File: src/design/twsel_ram.sv
// Generic single-port-write, single-port-read RAM with registered read.
// No dependencies.
`default_nettype none

module twsel_ram #(
    parameter int WIDTH = 8,
    parameter int DEPTH = 16,
    localparam int AW   = (DEPTH > 1) ? $clog2(DEPTH) : 1
) (
    input  wire logic             i_clk,
    input  wire logic             i_we,
    input  wire logic [AW-1:0]    i_waddr,
    input  wire logic [WIDTH-1:0] i_wdata,
    input  wire logic [AW-1:0]    i_raddr,
    output logic      [WIDTH-1:0] o_rdata
);

    logic [WIDTH-1:0] r_mem [DEPTH];

    always_ff @(posedge i_clk) begin
        if (i_we) begin
            r_mem[i_waddr] <= i_wdata;
        end
        o_rdata <= r_mem[i_raddr];
    end

endmodule

`default_nettype wire

File: config.mk
export PLATFORM = sky130hd
export DESIGN_NAME = twsel_ram
export DESIGN_NICKNAME = d
export VERILOG_FILES = /design/src/design/twsel_ram.sv
export SDC_FILE = /design/constraint.sdc
export NUM_CORES = 1
export LEC_CHECK = 0
export BUFFER_PORTS_ARGS = -buffer_cell sky130_fd_sc_hd__buf_2
export CAP_MARGIN = 0
export CORE_UTILIZATION = 35
export CTS_CLUSTER_DIAMETER = 30
export DETAILED_ROUTE_END_ITERATION = 16
export PLACE_DENSITY_LB_ADDON = 0.15
export SLEW_MARGIN = 40
export SYNTH_ARGS = -nofsm -noshare
export SYNTH_HDL_FRONTEND = slang
export SYNTH_SLANG_ARGS = --single-unit
File: constraint.sdc
create_clock -name i_clk -period 4.6 [get_ports i_clk]
set_input_delay 0.92 -clock i_clk [delete_from_list [all_inputs] [get_ports i_clk]]
set_output_delay 0.92 -clock i_clk [all_outputs]
set_load 0.01 [all_outputs]
==> flow_summary.toml, run 1 <==
[grt]
antenna_found_initial = 0
grt_pass1_wl_um = 15300
grt_max_degree = 33
track_usage_pct = 15.3
overflow = 0
grt_pass1_vias = 2464

[clock_tree]
cts_setup_buffers = 0
htree_levels = 4
numCtsBuffers = 17
cts_tree = "yes"
cts-resized-gates = 0
clockBufferDepth = 2
clkSinkCount = 136
cts-root-buf = "clkbuf_16"
postCtsHoldBufs = 0
clk_latency_ns = 0.41
clk_pin_slew_ns = 0.05

[timing]
rsz0062_at_grt = "false"
drv_slew = 0
fmax_mhz = 412
setup_violations = 0
slew_headroom_pct = 48.7
tightest_slew_ns = 0.766
finClkSkew_ns = 0.00895
final_min_period_over_clock_period_pct = 52.8
setup_tns_ns = 0
finalHoldWorstSlack_ns = 0.675
min_period_ns = 2.43
final_hold_viol_count = 0

[routing]
drc_errors = 0
ant_nets = 0
routedWlPerCell_um = 22.6
routed_wl_um = 10400
vias_per_cell = 5.11
drt-initial-drc-count = 206
dr.pass1.iters = 4
via_count = 2347

[synthesis]
syn_inst = 229
synth_area_sq_um = 5150
synth_seq_cells = 136
yosysTopAreaCellShare_pct = 74.7
ys_seq_area_share_pct = 77.8
syn_avg_cell_area_sq_um = 22.5
ys.flop_type = "edfxtp_1"
synth-async-reset-ratio_pct = 0
yosys-top-cells-area = "edfxtp_1 75%, mux4_2 7.9%, mux4_1 7.1%"
yosysWarnings = 0
yosysTopAreaCell = "edfxtp_1"
synth-edff-count = 128
ys_types = 19
synth_fp_nets = 247

[cells_and_area]
fillers = 1236
diodes = 0
multi_input_area_sq_um = 1100
finalNetCount = 284
ff_latch_area_sq_um = 4000
area_growth_pct = 18.5
drive_gt1_share_pct = 30.8

[placed_design]
dp_hpwl_um = 6210
gp_congestion = 0.670
portBuffers = 25

[critical_path]
arrival_ns = 2.72
required_ns = 4.89
r2r_end = "o_rdata[1]"
critPathKind = "in2reg"
r2r_setup_slack_ns = 3.24
setup.worst_path.start = "i_raddr[0]"
startpoint_type = "primary input"
cp_max_fo = 20
reg2reg_from = "r_mem[5][1]"
cp-end-kind = "flop"
rr_worst_depth = 3

[floorplan]
core-area_sq_um = 14100
rows = 43
start_util_pct = 36.5
io_pins = 26
dieArea_sq_um = 15200
die_h_um = 123
die_w_um = 123

[power]
power_frac_seq_pct = 47.4
intPower_mw = 2.39
switching_share_pct = 18.9
ir_drop_uv = 272
pwr_density_cell_nw_per_um2 = 483
p_leak_nw = 2.02
switchingPower_mw = 0.557
comb_power_share_pct = 4.4
p_clk_share_pct = 48.2

[hold_path]
hp-class = "reg2reg"
hold-path-cell-count = 3
hp-start = "r_mem[8][3]"
min_to = "o_rdata[3]"

[run]
cap_violations = 0

[status]
status = "completed"
[metal layers]
metal,vias up,GRT usage (%),share of wire [%]
li1,1049,-,-
met1,1236,21.4,48
met2,58,22.2,48
met3,4,4.80,3.6
met4,0,5.87,0.81
met5,-,0,0
[power groups by stage]
| stage | combinational (mW) | sequential, mW | clock [mW] |
|---|---|---|---|
| floorplan | 0.0703 | 1.42 | 0 |
| global placement | 0.127 | 1.42 | 0 |
| detailed placement | 0.132 | 1.42 | 0 |
| CTS | 0.132 | 1.39 | 1.44 |
| global route | 0.141 | 1.40 | 1.49 |
| finish | 0.129 | 1.39 | 1.42 |
[per-stage QoR]
step                      utilization, %  cells  total power [mW]  worst slack (ns)  area [sq um]
after floorplan                        -    229              1.49              2.19          5150
after global placement              38.6    427              1.55              1.58          5440
after detailed placement            38.9    427              1.55              1.66          5480
after CTS                           43.3    459              2.97              2.11          6100
after global routing                43.3    459              3.02              1.97          6100
final                               43.3    459              2.94              2.17          6100
[worst max-delay path, cell delays in order]
cell and delay (ns):
buf_2 0.38, buf_4 0.44, mux4_1 0.61, a22oi_1 0.27
nand2_1 0.08
[worst max-delay path by stage]
stage                        to  slack, ns
global route         o_rdata[2]       1.97
floorplan           r_mem[0][0]       2.19
detailed placement   o_rdata[2]       1.66
global placement    r_mem[0][3]       1.58
CTS                  o_rdata[2]       2.11
finish               o_rdata[1]       2.17
[Yosys cell counts (2+ instances only)]
master / count
nand2b_1: 2
nor3_1: 4
mux4_2: 18
dfxtp_1: 8
buf_2: 3
nand2_1: 9
nand3b_1: 2
a22oi_1: 16
mux4_1: 14
buf_6: 3
nor2_1: 13
edfxtp_1: 128
clkdlybuf4s25_2: 3
[registers in the layout, indices dropped and copies added (netlist names)]
signal   flops
o_rdata      8
r_mem      128
[layout make-up]
class | count | share of cell area [%]
flip-flops and latches | 136 | 65.6
clock buffers | 20 | 7.16
clock inverters | 12 | 2.95
well taps | 180 | 3.69
multi-input cells | 83 | 18.1
repair buffers | 28 | 2.46
[cell families (layout without fill, tap and decap cells)]
family                 after synthesis  in the layout  share of synthesized area (%)
muxes                               32             32                           15.0
DFF                                136            136                           77.8
AOI/OAI and AO/OA                   16             16                           2.33
and+or+nand+nor                     35             35                           3.18
buffers and inverters               10             60                           1.68
[cell usage in the layout (no fill, tap or decap), drive strengths merged, types with 2 or more instances in the layout]
cell / instances
nand2: 9
edfxtp: 128
nor2: 13
nand3b: 2
mux4: 32
nand2b: 2
a22oi: 16
bufinv: 5
clkinv: 7
nor3: 4
clkbuf: 20
buf: 28
dfxtp: 8
(Power assumes the default switching activity.)
==> run 2, diff against run 1 <==
==> constraint.sdc (replaced) <==
create_clock -name i_clk -period 2.1 [get_ports i_clk]
set_input_delay 0.42 -clock i_clk [delete_from_list [all_inputs] [get_ports i_clk]]
set_output_delay 0.42 -clock i_clk [all_outputs]
set_load 0.01 [all_outputs]
==> run 2 against run 1 <==
Effect of this change:
- count of clock-buffer cells in the layout stayed put
- worst setup slack got worse by 1.5 ns
- routed wire length increased by 2.0%
- register-to-register slack worse by 2.5 ns
- first-iteration DRC count shrank 15%
- via count rose by 3.7%
- non-clock buffer count up 19
- total power is 110% higher
- largest cell class unchanged
- highest routed layer unchanged
==> flow_summary.toml, run 2 (synthesis results as in run 1) <==
[cells_and_area]
ff_latch_area_sq_um = 4000
largest_reg_flops = 128
drive_gt1_share_pct = 30.2
diodes = 0
layout.cells.most_common = "edfxtp_1"
multi_input_area_sq_um = 1060
regMostFlops = "r_mem"
finalNetCount = 303
largestRegisters = "r_mem (128), o_rdata (8)"
area_growth_pct = 20.1
fillers = 1221
layout_common_cells = "128 x edfxtp_1, 25 x buf_2, 19 x buf_4"

[timing]
slew_headroom_pct = 69.8
finalHoldWorstSlack_ns = 0.390
tightest_slew_ns = 0.453
final_min_period_over_clock_period_pct = 69.4
finClkSkew_ns = 0.00742
fmax_mhz = 686
final_hold_viol_count = 0
min_period_ns = 1.46
setup_violations = 0
setup_tns_ns = 0
drv_slew = 0
rsz0062_at_grt = "false"

[clock_tree]
cts-resized-gates = 0
cts-root-buf = "clkbuf_16"
htree_levels = 4
numCtsBuffers = 17
clk_pin_slew_ns = 0.06
cts_setup_buffers = 0
clkSinkCount = 136
clk_latency_ns = 0.41
clockBufferDepth = 2
postCtsHoldBufs = 0
cts_tree = "yes"

[grt]
track_usage_pct = 15.7
grt_max_degree = 18
grt_pass1_wl_um = 15800
antenna_found_initial = 0
grt_pass1_vias = 2522
overflow = 0

[floorplan]
die_w_um = 123
io_pins = 26
die_h_um = 123
rows = 43
start_util_pct = 36.5
dieArea_sq_um = 15200
core-area_sq_um = 14100

[routing]
drt-initial-drc-count = 176
routedWlPerCell_um = 22.1
dr.pass1.iters = 4
drc_errors = 0
via_count = 2434
ant_nets = 0
routed_wl_um = 10600
vias_per_cell = 5.09

[power]
p_leak_nw = 2.10
ir_drop_uv = 541
pwr_density_cell_nw_per_um2 = 1010

[critical_path]
setup.worst_path.start = "i_raddr[0]"
critPathKind = "in2reg"
crit_chain = "buf_2 -> buf_12 -> mux4_1 -> a22oi_1 -> nand2_1"
critPathSlowestCell = "mux4_1"
cp_max_fo = 16
reg2reg_from = "r_mem[5][2]"
rr_worst_depth = 3
r2r_setup_slack_ns = 0.70
worstSetupEndpoint = "o_rdata[2]"
critPathMaxStageDelay_ns = 0.56
required_ns = 2.40
r2r_end = "o_rdata[2]"
startpoint_type = "primary input"
arrival_ns = 1.76
cp-end-kind = "flop"

[placed_design]
gp_congestion = 0.698
dp_hpwl_um = 6700
portBuffers = 25

[hold_path]
hp-class = "in2reg"

[status]
status = "completed"

[run]
cap_violations = 0
-- run 2: stage by stage --
| step | std cells | worst slack [ns] | area (sq um) | util, % | total power, mW |
|---|---|---|---|---|---|
| 3_3_place_gp | 446 | 0.191 | 5610 | 39.8 | 3.41 |
| 5_1_grt | 478 | 0.627 | 6180 | 43.9 | 6.41 |
| 3_5_place_dp | 446 | 0.193 | 5610 | 39.8 | 3.41 |
| 4_1_cts | 478 | 0.637 | 6180 | 43.9 | 6.28 |
| 6_report | 478 | 0.642 | 6180 | 43.9 | 6.22 |
| 2_1_floorplan | 229 | 0.187 | 5150 | - | 3.27 |
-- run 2: layout make-up --
cell class                 count  share of cell area [%]
clock buffer                  20                    7.06
tap                          180                    3.64
timing repair buffer          47                    5.30
multi-input combinational     83                    17.1
sequential                   136                    64.8
clock inverter                12                    2.14
-- run 2: worst max-delay path, delay by kind of cell --
family | cells | cell delay (ns)
AOI/OAI and AO/OA | 1 | 0.34
buffers and inverters | 2 | 0.33
and+or+nand+nor | 1 | 0.09
muxes | 1 | 0.56
-- run 2: worst min path at each step --
stage | from | cells after the start | endpoint | slack [ns]
after floorplan | i_wdata[0] | 0 | r_mem[0][0] | 0.52
after global placement | r_mem[8][5] | 3 | o_rdata[5] | 0.66
after detailed placement | r_mem[14][4] | 3 | o_rdata[4] | 0.65
after CTS | i_wdata[1] | 1 | r_mem[13][1] | 0.38
after global routing | i_wdata[1] | 1 | r_mem[13][1] | 0.38
final | i_wdata[1] | 1 | r_mem[8][1] | 0.39
-- run 2: routing by layer --
layer  vias up  share of wire (%)  GRT usage, %
met5         -                  0             0
met4         0               0.99          5.42
met3        12                5.9          5.49
met2        79                 46          23.1
met1      1255                 47          21.8
li1       1088                  -             -
-- run 2: power by group --
part / total [mW] / internal (mW) / switching, mW
clock network: 2.87 / 1.84 / 1.03
registers: 3.06 / 3.04 / 0.0205
logic: 0.295 / 0.128 / 0.167
total: 6.22 / 5.00 / 1.22
==> run 3, diff against run 2 <==
==> constraint.sdc (replaced) <==
create_clock -name i_clk -period 1.5 [get_ports i_clk]
set_input_delay 0.3 -clock i_clk [delete_from_list [all_inputs] [get_ports i_clk]]
set_output_delay 0.3 -clock i_clk [all_outputs]
set_load 0.01 [all_outputs]
==> run 3 against run 2 <==
Effect of this change:
- utilization increased by 1.5 points
- worst setup slack got worse by 0.53 ns
- combinational power increased by 52%
- first-iteration DRC count rose by 11%
- via count fell by 0.45%
- count of clock-buffer cells in the layout up 3
- final cell count up 2.9%
- critical path depth grew 1
- hold slack got worse by 0.12 ns
- global-route usage hardly changed
- sequential share of layout area fell by 2.2 points
==> flow_summary.toml, run 3 (synthesis results as in run 1) <==
[grt]
track_usage_pct = 15.7
antenna_found_initial = 1
grt_pass1_wl_um = 15800
grt_max_degree = 17
grt_pass1_vias = 2545
overflow = 0

[cells_and_area]
layout.cells.most_common = "edfxtp_1"
largest_reg_flops = 128
drive_gt1_share_pct = 33.8
layout_common_cells = "128 x edfxtp_1, 29 x buf_4, 25 x buf_2"
area_growth_pct = 24.4
ff_latch_area_sq_um = 4000
finalNetCount = 316
fillers = 1216
regMostFlops = "r_mem"
largestRegisters = "r_mem (128), o_rdata (8)"
multi_input_area_sq_um = 1060

[clock_tree]
clk_pin_slew_ns = 0.05
htree_levels = 4
cts-resized-gates = 0
cts_tree = "yes"
cts_setup_buffers = 0
clkSinkCount = 136
postCtsHoldBufs = 0
numCtsBuffers = 17
clk_latency_ns = 0.42
clockBufferDepth = 2
cts-root-buf = "clkbuf_16"

[critical_path]
critPathBufInv = 3
cpMostUsedCell = "buf_12"
reg2reg_from = "r_mem[10][0]"
rr_worst_depth = 3
cp_max_fo = 13
critPathKind = "in2reg"
required_ns = 1.79
startpoint_type = "primary input"
critPathMaxStageDelay_ns = 0.55
r2r_setup_slack_ns = 0.15
crit_family = "multiplexers"
critPathSlowestCell = "mux4_1"
r2r_end = "o_rdata[0]"
arrival_ns = 1.67
crit_chain = "buf_2 -> buf_12 -> buf_12 -> mux4_1 -> a22oi_1 -> nand2_1"
cp-end-kind = "flop"

[timing]
tightest_slew_ns = 0.742
drv_slew = 0
slew_headroom_pct = 50.3
min_period_ns = 1.39
final_min_period_over_clock_period_pct = 92.3
rsz0062_at_grt = "false"
finClkSkew_ns = 0.00476
setup_violations = 0
setup_ws_ns = 0.115
fmax_mhz = 722
final_hold_viol_count = 0
finalHoldWorstSlack_ns = 0.273

[placed_design]
dp_hpwl_um = 7050
pre_cts_ws_ns = -0.352
portBuffers = 25
gp_congestion = 0.694

[power]
p_leak_nw = 2.21
pwr_density_cell_nw_per_um2 = 1450
ir_drop_uv = 1070

[floorplan]
dieArea_sq_um = 15200
die_w_um = 123
rows = 43
core-area_sq_um = 14100
start_util_pct = 36.5
io_pins = 26
die_h_um = 123

[routing]
drc_errors = 0
via_count = 2423
dr.pass1.iters = 4
drt-initial-drc-count = 195
vias_per_cell = 4.92
ant_nets = 0
routedWlPerCell_um = 21.5
routed_wl_um = 10600

[hold_path]
hp-class = "in2reg"
hp-start = "i_wdata[4]"
hold-path-cell-count = 1
min_to = "r_mem[4][4]"

[status]
status = "completed"

[run]
cap_violations = 0
## run 3: cell count changes in the layout (fill, tap and decap cells not counted)
cell        before  now
buf_12           3    6
clkinv_2         3    1
diode_2          0    1
bufinv_16        3    6
clkinv_4         1    0
buf_4           19   29
clkbuf_1         3    6
clkinv_1         5    1
nor3_1           4    3
nor3_2           0    1
clkinvlp_4       0    1
## run 3: metal layers
metal / track usage (%) / wire length (um)
met3: 4.80 / 378
met4: 7.23 / 168
met5: 0 / 0
met1: 20.7 / 4980
met2: 23.9 / 5050
## run 3: report_power, final
part	internal, mW	total, mW	leakage (nW)	switching, mW
clock network	3.11	4.56	0.307	1.46
logic	0.207	0.448	0.679	0.241
registers	4.25	4.28	1.22	0.0268
total	7.56	9.29	2.21	1.73
## run 3: how the worst max path moves through the flow
stage                          start     endpoint  slack [ns]  cells after the start
after floorplan           i_waddr[2]  r_mem[3][0]       -0.07                      2
after global placement    i_raddr[0]   o_rdata[0]       -0.35                      6
after detailed placement  i_raddr[0]   o_rdata[0]       -0.35                      6
after CTS                 i_raddr[0]   o_rdata[0]        0.09                      6
after global routing      i_raddr[0]   o_rdata[0]        0.04                      6
final                     i_raddr[0]   o_rdata[0]        0.11                      6
## run 3: cell type report
cell class                      count  area share, %
Antenna cell                        1         0.0391
Clock buffer                       23           7.00
Clock inverter                      9           3.07
Multi-Input combinational cell     83           16.6
Sequential cell                   136           62.5
Tap cell                          180           3.52
Timing Repair Buffer               60           7.23
## run 3: metrics by stage
stage / instances / cell area, sq um / utilization (%) / TNS [ns] / power (mW)
floorplan: 229 / 5150 / - / -1.98 / 4.57
global route: 491 / 6400 / 45.4 / 0 / 9.55
detailed placement: 459 / 5750 / 40.8 / -4.02 / 4.81
CTS: 491 / 6400 / 45.4 / 0 / 9.39
finish: 492 / 6400 / 45.4 / 0 / 9.29
global placement: 459 / 5750 / 40.8 / -4.51 / 4.81
## run 3: worst register-to-register path: stages (launching register included)
cell	delay, ns
edfxtp_1	0.37
mux4_2	0.51
a22oi_1	0.24
nand2_1	0.11
